### src/rtl/rilsbe_pkg.sv
package rilsbe_pkg;

  localparam int XLEN   = 32;
  localparam int GPR_AW = 5;
  localparam int GPR_N  = 32;
  localparam int PA_W   = 31;
  localparam int IMM_W  = 12;
  localparam int OFFS_W = 14;
  localparam int OP_W   = 4;

  typedef logic [OP_W-1:0] op_t;

  localparam op_t OP_ORI   = 4'd0;
  localparam op_t OP_ANDI  = 4'd1;
  localparam op_t OP_XORI  = 4'd2;
  localparam op_t OP_ADDIW = 4'd3;
  localparam op_t OP_SLTUI = 4'd4;
  localparam op_t OP_LDW   = 4'd5;
  localparam op_t OP_STW   = 4'd6;
  localparam op_t OP_LDB   = 4'd7;
  localparam op_t OP_STB   = 4'd8;
  localparam op_t OP_BEQ   = 4'd9;
  localparam op_t OP_BNE   = 4'd10;
  localparam op_t OP_BGEU  = 4'd11;

  // register file write port
  typedef struct packed {
    logic              vld;
    logic [GPR_AW-1:0] idx;
    logic [XLEN-1:0]   data;
  } gpr_wr_t;

  // execute stage result handed to the memory/writeback stage
  typedef struct packed {
    logic              wr;       // register write, rd already known nonzero
    logic [GPR_AW-1:0] rd;
    logic [XLEN-1:0]   alu_val;
    logic              is_mem;
    logic              ld_w;
    logic              ld_b;
    logic              st_w;
    logic              st_b;
    logic              fault;
    logic              taken;
    logic [PA_W-1:0]   paddr;
    logic [XLEN-1:0]   st_data;
    logic [OFFS_W-1:0] offs;
  } ex_t;

  typedef struct packed {
    logic [XLEN-1:0]   next_pc;
    logic              reg_written;
    logic [GPR_AW-1:0] dest_reg;
    logic [XLEN-1:0]   dest_value;
    logic              mem_written;
    logic [PA_W-1:0]   access_addr;
    logic              branch_taken;
    logic              align_fault;
  } res_t;

  function automatic logic [XLEN-1:0] sext12(input logic [IMM_W-1:0] v);
    return {{(XLEN-IMM_W){v[IMM_W-1]}}, v};
  endfunction

endpackage

### src/rtl/rilsbe_gpr.sv
module rilsbe_gpr (
  input  logic                                 clk,
  input  logic                                 rst_n,
  input  logic                                 en,
  input  logic [rilsbe_pkg::GPR_AW-1:0]        rd_idx_a,
  input  logic [rilsbe_pkg::GPR_AW-1:0]        rd_idx_b,
  input  rilsbe_pkg::gpr_wr_t                  wr,
  output logic [rilsbe_pkg::XLEN-1:0]          rdata_a,
  output logic [rilsbe_pkg::XLEN-1:0]          rdata_b
);
  import rilsbe_pkg::*;

  logic [XLEN-1:0]  regs [GPR_N];
  logic [GPR_N-1:0] vld_r;
  logic [XLEN-1:0]  q_a_r, q_b_r, byp_data_r;
  logic             vld_a_r, vld_b_r, byp_a_r, byp_b_r;

  always_ff @(posedge clk) begin
    if (en && wr.vld) begin
      regs[wr.idx] <= wr.data;
    end
  end

  always_ff @(posedge clk) begin
    if (en) begin
      q_a_r      <= regs[rd_idx_a];
      q_b_r      <= regs[rd_idx_b];
      byp_data_r <= wr.data;
    end
  end

  // valid bits stand in for the reset clear; a same-edge write is bypassed
  always_ff @(posedge clk) begin
    if (!rst_n) begin
      vld_r   <= '0;
      vld_a_r <= 1'b0;
      vld_b_r <= 1'b0;
      byp_a_r <= 1'b0;
      byp_b_r <= 1'b0;
    end else if (en) begin
      if (wr.vld) begin
        vld_r[wr.idx] <= 1'b1;
      end
      vld_a_r <= vld_r[rd_idx_a];
      vld_b_r <= vld_r[rd_idx_b];
      byp_a_r <= wr.vld && (wr.idx == rd_idx_a);
      byp_b_r <= wr.vld && (wr.idx == rd_idx_b);
    end
  end

  assign rdata_a = byp_a_r ? byp_data_r : (vld_a_r ? q_a_r : '0);
  assign rdata_b = byp_b_r ? byp_data_r : (vld_b_r ? q_b_r : '0);

endmodule

### config.mk
export PLATFORM = sky130hd
export DESIGN_NAME = rilsbe_gpr
export DESIGN_NICKNAME = d
export VERILOG_FILES = /design/src/rtl/rilsbe_pkg.sv /design/src/rtl/rilsbe_gpr.sv
export SDC_FILE = /design/constraint.sdc
export NUM_CORES = 1
export LEC_CHECK = 0
export CORE_ASPECT_RATIO = 1.2
export CORE_MARGIN = 3
export CORE_UTILIZATION = 55
export DETAILED_ROUTE_END_ITERATION = 16
export DONT_BUFFER_PORTS = 1
export HOLD_SLACK_MARGIN = 0.06
export PLACE_DENSITY_LB_ADDON = 0.12
export SYNTH_ARGS = -nofsm -noshare
export SYNTH_HDL_FRONTEND = slang
export SYNTH_SLANG_ARGS = --single-unit
### constraint.sdc
create_clock -name clk -period 5.28 [get_ports clk]
set_input_delay 1.056 -clock clk [delete_from_list [all_inputs] [get_ports clk]]
set_output_delay 1.056 -clock clk [all_outputs]
set_load 0.1 [all_outputs]
**After elaboration in Yosys (flattened, before gate mapping)**

Memory sizes are Yosys's and may differ from the RTL's. A register that Yosys moved wholly into a read port is not among the register bits.
Cells that the tools add are included.

- Memory bits (writable): 1024
- Register bits: 68
- Output and inout port bits: 64
- Word-level logic and storage cells: 31
- Memories kept: 1
- Input bits: 51

Memory list:

| memory | words | bits a word | read ports | clocked after Yosys merged registers in | write ports | RTL line | text |
|---|---|---|---|---|---|---|---|
| regs | 32 | 32 | 2 | 2 | 1 | rilsbe_gpr.sv:13 | `logic [XLEN-1:0] regs [GPR_N];` |

- Bitwise gates (word level): 1
- Order comparisons: 4
- Equal/unequal tests: 2
- Mux-type cells: 12
- Reductions and logical operators: 5

Operator list:

| operator | number |
|---|---|
| two-way mux 32 bit | 4 |
| OR 32 bit | 1 |
| less-than comparator 5 x 6 -> 1 bit (second input constant) | 3 |
| binary-select mux 1 bit (select 5 bit) | 2 |
| == test 5 bit | 2 |
| demux 1 bit (select 5 bit) | 1 |
| greater-or-equal comparator 5 x 1 -> 1 bit (second input constant) | 1 |
| two-way mux 1 bit | 5 |
| logical AND 1 bit | 4 |
| AND reduction 2 bit | 1 |

**Longest topological paths before layout**

- Word-level depth: 5
- Mapped depth: 9
- Mapped depth without buffers: 5

**Least setup slack after synthesis**

OpenSTA, ideal clock, no wires.

- Path type: input -> register
- From: input port en
- To: memory regs[28][0], enable pin
- Required time: 4.857 ns
- Arrival time: 3.300 ns
- Cell stages on the path: 5
- Path buffers: 2
- Path slack: 1.557 ns
- Library setup time: 0.423 ns
- Cells stage by stage: clkbuf_1 nand2_1 or3_1 clkbuf_1 nor2_1

- Cells in the longest elaborated chain, start to end: 3

RTL lines:

| element | RTL line | text |
|---|---|---|
| from (decl) | rilsbe_gpr.sv:4 | `input logic en,` |
| logical AND 1 bit | rilsbe_gpr.sv:19 | `if (en && wr.vld) begin` |
| two-way mux 1 bit | rilsbe_gpr.sv:19 |  |
| two-way mux 1 bit (implied by the code) | rilsbe_gpr.sv:20 | `regs[wr.idx] <= wr.data;` |
| to (decl) | rilsbe_gpr.sv:13 |  |

No other way between the ends.

**Worst setup path in the final report**

- From: register vld_a_r
- To: output port rdata_a[12] (netlist bit)

- Cells in the longest elaborated chain, start to end: 2

RTL lines:

| element | RTL line | text |
|---|---|---|
| from (decl) | rilsbe_gpr.sv:16 | `logic vld_a_r, vld_b_r, byp_a_r, byp_b_r;` |
| from (signal assigned) | rilsbe_gpr.sv:44 | `vld_a_r <= vld_r[rd_idx_a];` |
| two-way mux 32 bit (2 in series) | rilsbe_gpr.sv:51 | `assign rdata_a = byp_a_r ? byp_data_r : (vld_a_r ? q_a_r : '0);` |
| to (decl) | rilsbe_gpr.sv:8 | `output logic [rilsbe_pkg::XLEN-1:0] rdata_a,` |

No other way between the ends.

==> reports/metrics.yaml <==
status:
  status: "finished, final reports clean"
clock_tree:
  postCtsHoldBufs: 0
  root_buffer: "clkbuf_16"
  cts-buffers-inserted: 112
  cts_tree: "done"
  cts_resized: 0
  cts_setup_buffers: 0
  path_clk_slew_ps: 60
  htreeDepth: 3
  clk-insertion-delay-late_ps: 690
  clock_path_buffers: 3
  clock_sinks: 1156
critical_path:
  path_delay_family: "simple AND/OR/NAND/NOR gates"
  cp_slowest_cell: "nor2b_4"
  crit_buf_inv: 1
  start_kind: "register"
  crit_chain: "nor2b_4 > buf_4 > a22o_1"
  slowest_delay_ps: 890
  endpoint_kind: "output pin"
  arrival_ps: 3150
  crit_fanout: 23
  required_ps: 4220
  critPathKind: "reg2out"
pwr:
  p_leak_nw: 17.4
  powerDensity_nw_per_um2: 337
  max-vdd-ir-drop_mv: 0.259
synthesis:
  synth_top_family_by_area: "multiplexers"
  avgSynthCellArea_um2: 22.8
  synth-compound-area-share_pct: 1.82
  synth.distinct_cells: 33
  synthXorXnorAreaFrac_pct: 0.168
  ys_warn_count: 0
  synth_fa_ha_area_share_pct: 0
  synth_fp_nets: 2343
  ys_ff_latch: 1156
  syn_inst: 2292
  yosys.area_share.simple_pct: 0.779
  synth_area_um2: 52200
  synth_mux_area_share_pct: 29.6
  ys_seq_area_share_pct: 65.8
sta:
  hold_violations: 0
  period_share_pct: 79.7
  period_needed_ps: 4210
  rsz0062_at_grt: "false"
  slew-limit-headroom_pct: 26.0
  final-setup-viol-count: 0
  drv_slew: 0
  tightest_slew_ps: 1110
  fmax_mhz: 238
  clock-skew-final_ps: 19.5
  setup_tns_ps: 0
hold_path:
  hp-class: "in2reg"
detailed_routing:
  drc: 0
  vias_per_cell: 7.14
  first_pass_iters: 6
  wirelength_mm: 138
  route.vias.total: 25686
  wl_per_cell_um: 38.3
  drtIter0Drc: 3096
  antenna_left: 0
final_layout:
  fin_cells: 3599
  stdcell_area_um2: 57000
  final_common_cell: "edfxtp_1"
  fin_util_pct: 60.7
  nNetsFinal: 2311
  regArea_um2: 34400
  fill_cells: 6471
  area_growth_pct: 9.24
  drive_gt1_share_pct: 39.9
  layout_common_cells: "edfxtp_1 (1120), mux4_2 (640), clkbuf_16 (114), a22o_1 (65), mux2_2 (64)"
  multi_input_area_um2: 17200
global_routing:
  grt_overflow: 0
  grt_pass1_wl_mm: 197
  grt_max_degree: 274
  first_global_vias: 27187
  grt_use_total_pct: 28.7
  antenna_found_initial: 6
place:
  gp_congestion: 0.815
  place_area_um2: 53500
  portBuffers: 0
  dp_hpwl_mm: 76.0
  dp_cells: 3396
die:
  io_pins: 115
  row_count: 123
  initial_core_util_pct: 55.6
  die_w_um: 287
  coreArea_um2: 93900
  die_area_um2: 98600
  die_h_um: 343
run:
  max-cap-violations: 0
sequential cells by signal, indices dropped and copies added, names as in the netlist:
name,count
q_b_r,32
q_a_r,32
vld_b_r,1
byp_b_r,1
byp_data_r,32
vld_r,32
byp_a_r,1
regs,1024
vld_a_r,1
report_power, final:
group	internal [mW]	switching, mW
clock network	4.35	3.41
registers	10.2	0.0609
logic	0.628	0.549
total	15.2	4.02
through the flow:
stage	hold WS (ps)	setup slack (ps)	total power, mW
finish	458	1070	19.2
global route	437	990	19.7
CTS	412	1000	19.3
detailed placement	478	1590	11.6
global placement	469	1490	11.6
floorplan	461	1560	11.6
logic make-up after synthesis:
| kind of cell | count (synthesis) |
|---|---|
| xor gates and xnor gates | 10 |
| buffers and inverters | 188 |
| muxes | 736 |
| and+or+nand+nor | 84 |
| DFF | 1156 |
| AOI/OAI and AO/OA | 118 |
cells in the mapped netlist, drive strengths merged:
| cell | number | area share, % |
|---|---|---|
| nor2 | 36 | 0.26 |
| buf | 86 | 1.0 |
| mux2 | 64 | 1.4 |
| inv | 2 | 0.014 |
| mux2i | 32 | 0.61 |
| a22oi | 7 | 0.10 |
| o21a | 32 | 0.46 |
| clkbuf | 100 | 0.72 |
| a211oi | 2 | 0.029 |
| o21ai | 2 | 0.019 |
| and2 | 4 | 0.048 |
| nand2b | 3 | 0.036 |
| dfxtp | 36 | 1.4 |
| a31oi | 2 | 0.024 |
| nand3b | 3 | 0.043 |
| o32ai | 2 | 0.034 |
| xnor2 | 8 | 0.13 |
| a21oi | 6 | 0.058 |
| nor2b | 6 | 0.072 |
| a22o | 65 | 1.1 |
| nand4b | 2 | 0.034 |
| nand3 | 8 | 0.077 |
| or3 | 2 | 0.024 |
| mux4 | 640 | 28 |
| xor2 | 2 | 0.034 |
| nand2 | 13 | 0.094 |
| edfxtp | 1120 | 64 |
| nand4 | 3 | 0.036 |
| or3b | 2 | 0.034 |
| and3 | 2 | 0.024 |
metal layers:
metal  global-route usage [%]  routed length [um]  vias to the layer above
met5                        0                   0                        -
met3                     4.74               11300                      230
met1                     38.4               50400                    13980
met2                     47.9               70900                     1334
li1                         -                   -                    10142
met4                     11.0                5410                        0
worst reg2reg max path: cells and delay by family (launching register included):
kind   cells  cell delay, ps
flops      1             410
mux        3            1450
area by class of cell:
cell class,instances,share of cell area [%]
flip-flops and latches,1156,60.3
multi-input cells,948,30.1
clock buffers,138,5.18
well taps,1250,2.74
clock inverters,62,0.966
repair buffers,40,0.703
inverters,2,0.0132
diodes,3,0.0132
final timing paths:
path	cells after the start	slack (ps)	start	endpoint
min reg2reg	1	490	vld_r[12]$_SDFFE_PN0P_	vld_r[12]$_SDFFE_PN0P_
max	3	1070	vld_a_r$_SDFFE_PN0P_	rdata_a[12]
max reg2reg	3	3130	regs[12][30]$_DFFE_PP_	q_a_r[30]$_DFFE_PP_
min	0	460	wr[6]	regs[4][6]$_DFFE_PP_
Note: power is estimated with default switching activity, not from simulation.
