$ cat src/rtl/rilsbe_pkg.sv
package rilsbe_pkg;

  localparam int XLEN   = 32;
  localparam int GPR_AW = 5;
  localparam int GPR_N  = 32;
  localparam int PA_W   = 31;
  localparam int IMM_W  = 12;
  localparam int OFFS_W = 14;
  localparam int OP_W   = 4;

  typedef logic [OP_W-1:0] op_t;

  localparam op_t OP_ORI   = 4'd0;
  localparam op_t OP_ANDI  = 4'd1;
  localparam op_t OP_XORI  = 4'd2;
  localparam op_t OP_ADDIW = 4'd3;
  localparam op_t OP_SLTUI = 4'd4;
  localparam op_t OP_LDW   = 4'd5;
  localparam op_t OP_STW   = 4'd6;
  localparam op_t OP_LDB   = 4'd7;
  localparam op_t OP_STB   = 4'd8;
  localparam op_t OP_BEQ   = 4'd9;
  localparam op_t OP_BNE   = 4'd10;
  localparam op_t OP_BGEU  = 4'd11;

  // register file write port
  typedef struct packed {
    logic              vld;
    logic [GPR_AW-1:0] idx;
    logic [XLEN-1:0]   data;
  } gpr_wr_t;

  // execute stage result handed to the memory/writeback stage
  typedef struct packed {
    logic              wr;       // register write, rd already known nonzero
    logic [GPR_AW-1:0] rd;
    logic [XLEN-1:0]   alu_val;
    logic              is_mem;
    logic              ld_w;
    logic              ld_b;
    logic              st_w;
    logic              st_b;
    logic              fault;
    logic              taken;
    logic [PA_W-1:0]   paddr;
    logic [XLEN-1:0]   st_data;
    logic [OFFS_W-1:0] offs;
  } ex_t;

  typedef struct packed {
    logic [XLEN-1:0]   next_pc;
    logic              reg_written;
    logic [GPR_AW-1:0] dest_reg;
    logic [XLEN-1:0]   dest_value;
    logic              mem_written;
    logic [PA_W-1:0]   access_addr;
    logic              branch_taken;
    logic              align_fault;
  } res_t;

  function automatic logic [XLEN-1:0] sext12(input logic [IMM_W-1:0] v);
    return {{(XLEN-IMM_W){v[IMM_W-1]}}, v};
  endfunction

endpackage

$ cat src/rtl/rilsbe_alu.sv
module rilsbe_alu (
  input  rilsbe_pkg::op_t               op,
  input  logic [rilsbe_pkg::XLEN-1:0]   iw,
  input  logic [rilsbe_pkg::XLEN-1:0]   a,
  input  logic [rilsbe_pkg::XLEN-1:0]   d,
  output rilsbe_pkg::ex_t               ex
);
  import rilsbe_pkg::*;

  logic [GPR_AW-1:0] rd;
  logic [IMM_W-1:0]  imm;
  logic [XLEN-1:0]   uimm, simm, sum;
  logic              wr;
  logic              misal;

  assign rd    = iw[4:0];
  assign imm   = iw[21:10];
  assign uimm  = {{(XLEN-IMM_W){1'b0}}, imm};
  assign simm  = sext12(imm);
  assign sum   = a + simm;
  assign misal = (sum[1:0] != 2'b00);

  always_comb begin
    ex         = '0;
    wr         = 1'b0;
    ex.rd      = rd;
    ex.paddr   = sum[PA_W-1:0];
    ex.st_data = d;
    ex.offs    = iw[23:10];
    unique case (op)
      OP_ORI:   begin wr = 1'b1; ex.alu_val = a | uimm; end
      OP_ANDI:  begin wr = 1'b1; ex.alu_val = a & uimm; end
      OP_XORI:  begin wr = 1'b1; ex.alu_val = a ^ uimm; end
      OP_ADDIW: begin wr = 1'b1; ex.alu_val = sum; end
      OP_SLTUI: begin wr = 1'b1; ex.alu_val = {{(XLEN-1){1'b0}}, a < simm}; end
      OP_LDW: begin
        ex.is_mem = 1'b1;
        ex.fault  = misal;
        ex.ld_w   = !misal;
        wr        = !misal;
      end
      OP_STW: begin
        ex.is_mem = 1'b1;
        ex.fault  = misal;
        ex.st_w   = !misal;
      end
      OP_LDB: begin
        ex.is_mem = 1'b1;
        ex.ld_b   = 1'b1;
        wr        = 1'b1;
      end
      OP_STB: begin
        ex.is_mem = 1'b1;
        ex.st_b   = 1'b1;
      end
      OP_BEQ:  ex.taken = (a == d);
      OP_BNE:  ex.taken = (a != d);
      OP_BGEU: ex.taken = (a >= d);
      default: ;
    endcase
    // writes to register zero are dropped
    ex.wr = wr && (rd != '0);
  end

endmodule
$ cat config.mk
export PLATFORM = sky130hd
export DESIGN_NAME = rilsbe_alu
export DESIGN_NICKNAME = d
export VERILOG_FILES = /design/src/rtl/rilsbe_pkg.sv /design/src/rtl/rilsbe_alu.sv
export SDC_FILE = /design/constraint.sdc
export NUM_CORES = 1
export LEC_CHECK = 0
export ABC_CLOCK_PERIOD_IN_PS = 4150
export BUFFER_PORTS_ARGS = -buffer_cell sky130_fd_sc_hd__buf_2
export CORE_ASPECT_RATIO = 0.6
export CORE_MARGIN = 5
export CORE_UTILIZATION = 50
export DETAILED_ROUTE_END_ITERATION = 10
export PLACE_DENSITY_LB_ADDON = 0.1
export SLEW_MARGIN = 20
export SYNTH_ARGS = -nofsm -noshare
export SYNTH_HDL_FRONTEND = slang
export SYNTH_SLANG_ARGS = --single-unit
$ cat constraint.sdc
create_clock -name vclk -period 4.15
set_input_delay 0.415 -clock vclk [all_inputs]
set_output_delay 0.415 -clock vclk [all_outputs]
set_load 0.02 [all_outputs]
* Word level (Yosys, flattened, before mapping) *
Index checks and enable logic that the tools add are counted.

storage, ports and cells
  bits in registers = 0
  bits in latches = 0
  memory bits (writable) = 0
  bits in read-only memories = 0
  output and inout port bits = 122
  memories = 0

cells by class
  add/subtract/negate cells = 1
  multiply operators = 0
  div/mod/pow operators = 0
  magnitude comparators = 2
  eq/ne operators = 13
  shift operators = 0
  mux-type cells = 9
  bitwise logic cells = 3
  reduce and logical (&&, ||, !) cells = 8

operator list
  operator                                                          number
  32-bit case mux with 5 select lines                               1
  32-bit adder                                                      1
  32-bit by 12-bit AND with 32-bit output                           1
  32-bit == test                                                    1
  32-bit >= comparator                                              1
  32-bit < comparator                                               1
  32-bit inequality test                                            1
  32-bit by 12-bit bitwise OR with 32-bit output                    1
  32-bit by 12-bit bitwise XOR with 32-bit output                   1
  4-bit by 3-bit == test with 1-bit output (second input constant)  4
  4-bit == test (second input constant)                             4
  4-bit by 2-bit == test with 1-bit output (second input constant)  2
  1-bit two-way mux                                                 6
  6-bit OR reduction                                                1
  5-bit nonzero test                                                1
  4-bit by 1-bit == test with 1-bit output (second input constant)  1
  4-bit zero test                                                   1
  4-bit OR reduction                                                1
  1-bit case mux with 3 select lines                                1
  1-bit case mux with 2 select lines                                1
  2-bit nonzero test                                                1
  2-bit OR reduction                                                1
  1-bit logical AND                                                 1
  1-bit zero test                                                   1

* Logic depth before layout (Yosys ltp) *
Gate-level depths: netlist (run 1).

  depth after elaboration = 5
  mapped depth = 11
  mapped depth without buffers = 10

* Worst setup path before layout (run 1) *
Ideal clock, no wire load.

  path kind = input port to output port
  start point = in iw[21] in the netlist's numbering
  end point = out ex[110] in the netlist's numbering
  arrival = 3.306 ns
  required time = 3.735 ns
  slack = 0.429 ns
  stages on the path = 11
  buffers on the path = 1
  cell sequence = inv_1 > ha_1 > clkbuf_1 > a21oi_1 > nor3_1 > a2111oi_4 > nor3_2 > and2_4 > or3_1 > o311ai_2 > a22o_1

RTL lines
  item         line             source
  from (decl)  rilsbe_alu.sv:3  input logic [rilsbe_pkg::XLEN-1:0] iw,
  to (decl)    rilsbe_alu.sv:6  output rilsbe_pkg::ex_t ex

==> flow_summary.json, run 1 <==
{
  "outcome": "completed",
  "wire_length_of_the_first_global_routing_pass_mm": 25.3,
  "total_power_w": 0.000897,
  "avgSynthCellArea_um2": 7.06,
  "routabilityCongestion": 0.924,
  "cp-startpoint": "iw[10]",
  "n_antenna_cell": 0,
  "power_switching_w": 0.000571,
  "start_util_pct": 51.6,
  "dp_hpwl_mm": 14.0,
  "synth.yosys.seq_area_share_pct": 0,
  "powerDensity_nw_per_um2": 163,
  "remaining_design_rule_violation_count": 0,
  "hold_violations": 0,
  "fp.dieW_um": 136,
  "grtUsageMet2_pct": 38.4,
  "totalWireLength_mm": 16.2,
  "critPathCaptureType": "output port",
  "synth_cell_type_count": 64,
  "cts_repair_resize_count": 0,
  "cpMaxStageDelayCell": "fa_1",
  "design.seq.count": 0,
  "power_report.internal_total_w": 0.000326,
  "max_freq_mhz": 252,
  "global_route.usage.total_pct": 26.1,
  "cp_cell_sequence": "buf_2, ha_1, fa_1, a211oi_4, o21ai_2, a2111oi_4, nor3_2, o21a_1, a2111oi_4, mux2i_1, o211ai_1, buf_2",
  "io-pin-count": 222,
  "final_layout_size_suffix_gt1_share_pct": 28.6,
  "cellLeakagePower_nw": 3.07,
  "final_nets": 1017,
  "ctsHoldBuffers": 0,
  "final_min_period_over_clock_period_pct": 95.5,
  "worst_ep_arrival_time_ps": 3550,
  "design.core.area_um2": 9260,
  "vias": 5347,
  "worstPathMaxFanout": 5,
  "crit_family": "compound AO/OA/AOI/OAI gates",
  "dieHeight_um": 85.7,
  "synth_nets": 885,
  "finalWorstPathRequiredPeriod_ps": 3960,
  "vias_per_cell": 5.71,
  "syn-instance-count": 677,
  "worstSetupPathType": "input pin to output port",
  "initial_antenna_violation_count": 1,
  "p_sw_share_pct": 63.7,
  "global_route.usage.met3_pct": 3.34,
  "fp-row-count": 27,
  "critPathBufInv": 2,
  "timing.critical_path.slowest_cell_delay_ps": 510,
  "via_count_of_the_first_global_routing_pass": 4973,
  "global_route_met1_usage_pct": 40.7,
  "unrepaired_setup_endpoints_after_global_routing": "false",
  "worst_slew_pin_slew_ps": 813,
  "sequential_cell_fraction_of_total_power_pct": 0,
  "relSlewSlack_pct": 45.8,
  "drt-initial-drc-count": 424,
  "fin_setup_tns_ps": 0,
  "maximum_number_of_pins_on_one_net_before_global_route_repair": 34,
  "ys.warnings.count": 0,
  "layout-area-overhead-vs-synth_pct": 15.3,
  "worst_ir_drop_vdd_mv": 0.0702,
  "final-seq-area_um2": 0,
  "postCtsSetupBuffers": 0,
  "drv.max_cap_violation_count": 0,
  "globalRoute.totalOverflow": 0,
  "critical_path_required_ps": 3730,
  "postRouteAntennaNets": 0,
  "gr-max-usage-layer": "met1",
  "worstSetupStartpointType": "input pin",
  "pwr-share-clk_pct": 0,
  "power.share.combinational_pct": 100.0,
  "route.detailed.wl_per_inst_um": 17.3,
  "worst_min_delay_path_startpoint": "iw[23]",
  "synthesis.area_um2": 4780,
  "slew_viol_final": 0,
  "drt_pre_antenna_iters": 6,
  "setup_violations": 0,
  "portBuffers": 205,
  "hold_class": "input pin to output port",
  "dieArea_um2": 11700,
  "clockBufferCount": 0
}
## cell usage in the layout, fill, tap and decap left out, types with 4 or more instances in the layout
cell	instances
a211oi_1	11
a21o_1	22
a21oi_1	58
a221oi_1	6
a22o_1	18
a31oi_1	4
and3_1	5
buf_2	205
buf_4	6
ha_1	107
inv_1	84
inv_2	6
mux2i_1	4
mux4_2	4
nand2_1	30
nand2b_1	4
nand3_1	15
nand4_1	8
nor2_1	44
nor2b_1	11
nor3_1	15
nor3b_1	5
nor4_1	9
o211ai_1	4
o21ai_0	24
o21ai_1	10
o21bai_1	12
or3_1	5
xnor2_1	22
xor2_1	5
## power by group through the flow
stage	clock network [W]	logic, W	registers [W]
6_report	0	0.000897	0
5_1_grt	0	0.000978	0
4_1_cts	0	0.000892	0
3_5_place_dp	0	0.000887	0
3_3_place_gp	0	0.000877	0
2_1_floorplan	0	0.000626	0
## routing by layer
metal	part of all wire (%)	wire length [µm]
met1	49	7950
met4	1.2	192
met5	0.068	11
met3	10	1640
met2	40	6440
## stage by stage
step	instances	utilization (%)	hold slack, ps	area [µm²]	worst slack [ps]
3_5_place_dp	937	59.5	830	5510	239
6_report	937	59.5	830	5510	186
3_3_place_gp	937	59.5	830	5510	270
5_1_grt	937	59.5	830	5510	72.4
4_1_cts	937	59.5	830	5510	208
2_1_floorplan	677	-	912	4780	429
## cells in the mapped netlist, types with 8 or more instances
cell type | instances | area [µm²]
a211oi_1 | 11 | 82.6
nand4_1 | 8 | 50.1
inv_1 | 84 | 315
ha_1 | 107 | 1340
nand2_1 | 30 | 113
xnor2_1 | 22 | 193
nor3_1 | 15 | 75.1
nor2_1 | 44 | 165
buf_4 | 51 | 383
nand3_1 | 15 | 75.1
nor2b_1 | 11 | 68.8
nor4_1 | 9 | 56.3
a22o_1 | 18 | 158
o21bai_1 | 12 | 90.1
o21ai_1 | 10 | 50.1
o21ai_0 | 24 | 120
a21o_1 | 22 | 165
a21oi_1 | 58 | 290
clkbuf_1 | 26 | 97.6
## worst paths after layout
| check | endpoint | depth (start not counted) |
|---|---|---|
| hold / removal | ex[13] | 0 |
| setup / recovery | ex[114] | 12 |
## final cells by class
class                           instances  area, µm²
Fill cell                             945       3740
Multi-Input combinational cell        505       3940
Inverter                               91        342
Timing Repair Buffer                  211       1070
Tap cell                              130        163
## cells by family after synthesis
family / Yosys count / share of synthesized area, %
AO/OA/AOI/OAI: 202 / 29.4
adder cells (fa/ha/maj): 108 / 28.4
buffers and inverters: 172 / 17.7
XOR/XNOR: 27 / 4.95
multiplexers: 8 / 2.72
AND/OR/NAND/NOR: 160 / 16.9
Note: power is estimated with default switching activity, not from simulation.
==> run 2, diff against run 1 <==
--- a/config.mk
+++ b/config.mk
@@ -6,11 +6,11 @@
 export NUM_CORES = 1
 export LEC_CHECK = 0
 export ABC_CLOCK_PERIOD_IN_PS = 4150
-export BUFFER_PORTS_ARGS = -buffer_cell sky130_fd_sc_hd__buf_2
 export CORE_ASPECT_RATIO = 0.6
 export CORE_MARGIN = 5
-export CORE_UTILIZATION = 50
+export CORE_UTILIZATION = 64
 export DETAILED_ROUTE_END_ITERATION = 10
+export DONT_BUFFER_PORTS = 1
 export PLACE_DENSITY_LB_ADDON = 0.1
 export SLEW_MARGIN = 20
 export SYNTH_ARGS = -nofsm -noshare
==> run 2 against run 1 <==
Worst setup slack improved by 120 ps. Worst hold slack hardly changed. Sequential share of layout area stayed put. Fmax up 3.0%. Sequential cell count stayed put. Final area down 17%. Die area down 20%. Core utilization grew 3.2 points.
==> flow_summary.json, run 2 (same netlist as run 1, synthesis figures left out) <==
{
  "outcome": "completed",
  "final_min_period_over_clock_period_pct": 92.7,
  "via_count_of_the_first_global_routing_pass": 4401,
  "dieHeight_um": 76.9,
  "portBuffers": 0,
  "start_util_pct": 65.8,
  "fp-row-count": 24,
  "max_freq_mhz": 260,
  "m1WireLength_mm": 6.77,
  "layout-area-overhead-vs-synth_pct": -4.63,
  "powerDensity_nw_per_um2": 159,
  "design.core.area_um2": 7270,
  "drv.max_cap_violation_count": 0,
  "cellLeakagePower_nw": 2.28,
  "cpMaxStageDelayCell": "fa_1",
  "clockBufferCount": 0,
  "io-pin-count": 222,
  "dr.max_layer_used": "met4",
  "commonest_non_fill_non_tap_cell_in_the_layout": "ha_1",
  "route.detailed.wl_per_inst_um": 20.4,
  "initial_antenna_violation_count": 0,
  "vias_per_cell": 6.59,
  "cpMostUsedCell": "a2111oi_4",
  "routed-wl-met2_mm": 6.10,
  "unrepaired_setup_endpoints_after_global_routing": "false",
  "postCtsSetupBuffers": 0,
  "hold_class": "input pin to output port",
  "hold_violations": 0,
  "n_antenna_cell": 0,
  "timing.critical_path.slowest_cell_delay_ps": 510,
  "postRouteAntennaNets": 0,
  "detailroute.wirelength.met3_mm": 1.68,
  "drt_pre_antenna_iters": 5,
  "totalWireLength_mm": 14.7,
  "worst_slew_pin_slew_ps": 1100,
  "cts_repair_resize_count": 0,
  "final_layout_size_suffix_gt1_share_pct": 6.49,
  "worstPathMaxFanout": 5,
  "finalWorstPathRequiredPeriod_ps": 3850,
  "setup_violations": 0,
  "fin_setup_tns_ps": 0,
  "routabilityCongestion": 0.962,
  "remaining_design_rule_violation_count": 0,
  "worst_ir_drop_vdd_mv": 0.0832,
  "critical_path_required_ps": 3730,
  "dieArea_um2": 9350,
  "maximum_number_of_pins_on_one_net_before_global_route_repair": 34,
  "critPathCaptureType": "output port",
  "globalRoute.totalOverflow": 0,
  "design.seq.count": 0,
  "final_nets": 826,
  "worstSetupStartpointType": "input pin",
  "dp_hpwl_mm": 12.4,
  "wire_length_of_the_first_global_routing_pass_mm": 23.1,
  "slew_viol_final": 0,
  "cp-startpoint": "a[0]",
  "final-seq-area_um2": 0,
  "worstSetupPathType": "input pin to output port",
  "global_route.usage.total_pct": 29.7,
  "worst_ep_arrival_time_ps": 3430,
  "worst_min_delay_path_startpoint": "d[29]",
  "cp_cell_sequence": "ha_1, fa_1, a211oi_4, o21ai_2, a2111oi_4, nor3_2, o21a_1, a2111oi_4, o21bai_1, xnor2_1, buf_4",
  "ctsHoldBuffers": 0,
  "drt-initial-drc-count": 472,
  "vias": 4746,
  "mostFrequentLayoutCells": "ha_1, inv_1, a21oi_1, nor2_1, nand2_1",
  "relSlewSlack_pct": 25.7,
  "fp.dieW_um": 122,
  "total_power_w": 0.000725
}
## run 2: cell types whose count changed in the layout (fill, tap and decap cells not counted)
cell / change
buf_2: -205
buf_4: +14
a2111oi_0: -1
a2111oi_1: +1
## run 2: final timing paths
kind | endpoint | slack, ps | depth (start not counted)
setup / recovery | ex[76] | 300 | 11
hold / removal | ex[43] | 830 | 0
## run 2: per-stage QoR
stage	hold WS (ps)	area, µm²	setup slack, ps	util [%]	cells
after floorplan	912	4780	429	-	677
after global placement	830	4560	421	62.7	720
after detailed placement	830	4560	395	62.7	720
after CTS	830	4560	363	62.7	720
after global routing	830	4560	172	62.7	720
final	830	4560	302	62.7	720
## run 2: worst max-delay path: cells and delay by family
kind                       cells  cell delay [ps]
AOI/OAI and AO/OA              6             1720
xor gates and xnor gates       1              230
adders and majority gates      2              730
buffers and inverters          1              190
and+or+nand+nor                1              130
## run 2: cell type report
type                            count  area (µm²)
Inverter                           91         342
Multi-Input combinational cell    505        3940
Fill cell                         693        2710
Timing Repair Buffer               20         150
Tap cell                          104         130
## run 2: routing by layer
layer	vias to the layer above	GRT usage (%)
met5	-	0
met4	0	2.91
met3	20	6.69
met2	292	44.6
met1	2206	44.4
li1	2228	-
## run 2: where the power goes
group / internal [W] / switching [W] / leakage (nW)
Combinational: 0.000257 / 0.000467 / 2.28
Clock: 0 / 0 / 0
Sequential: 0 / 0 / 0
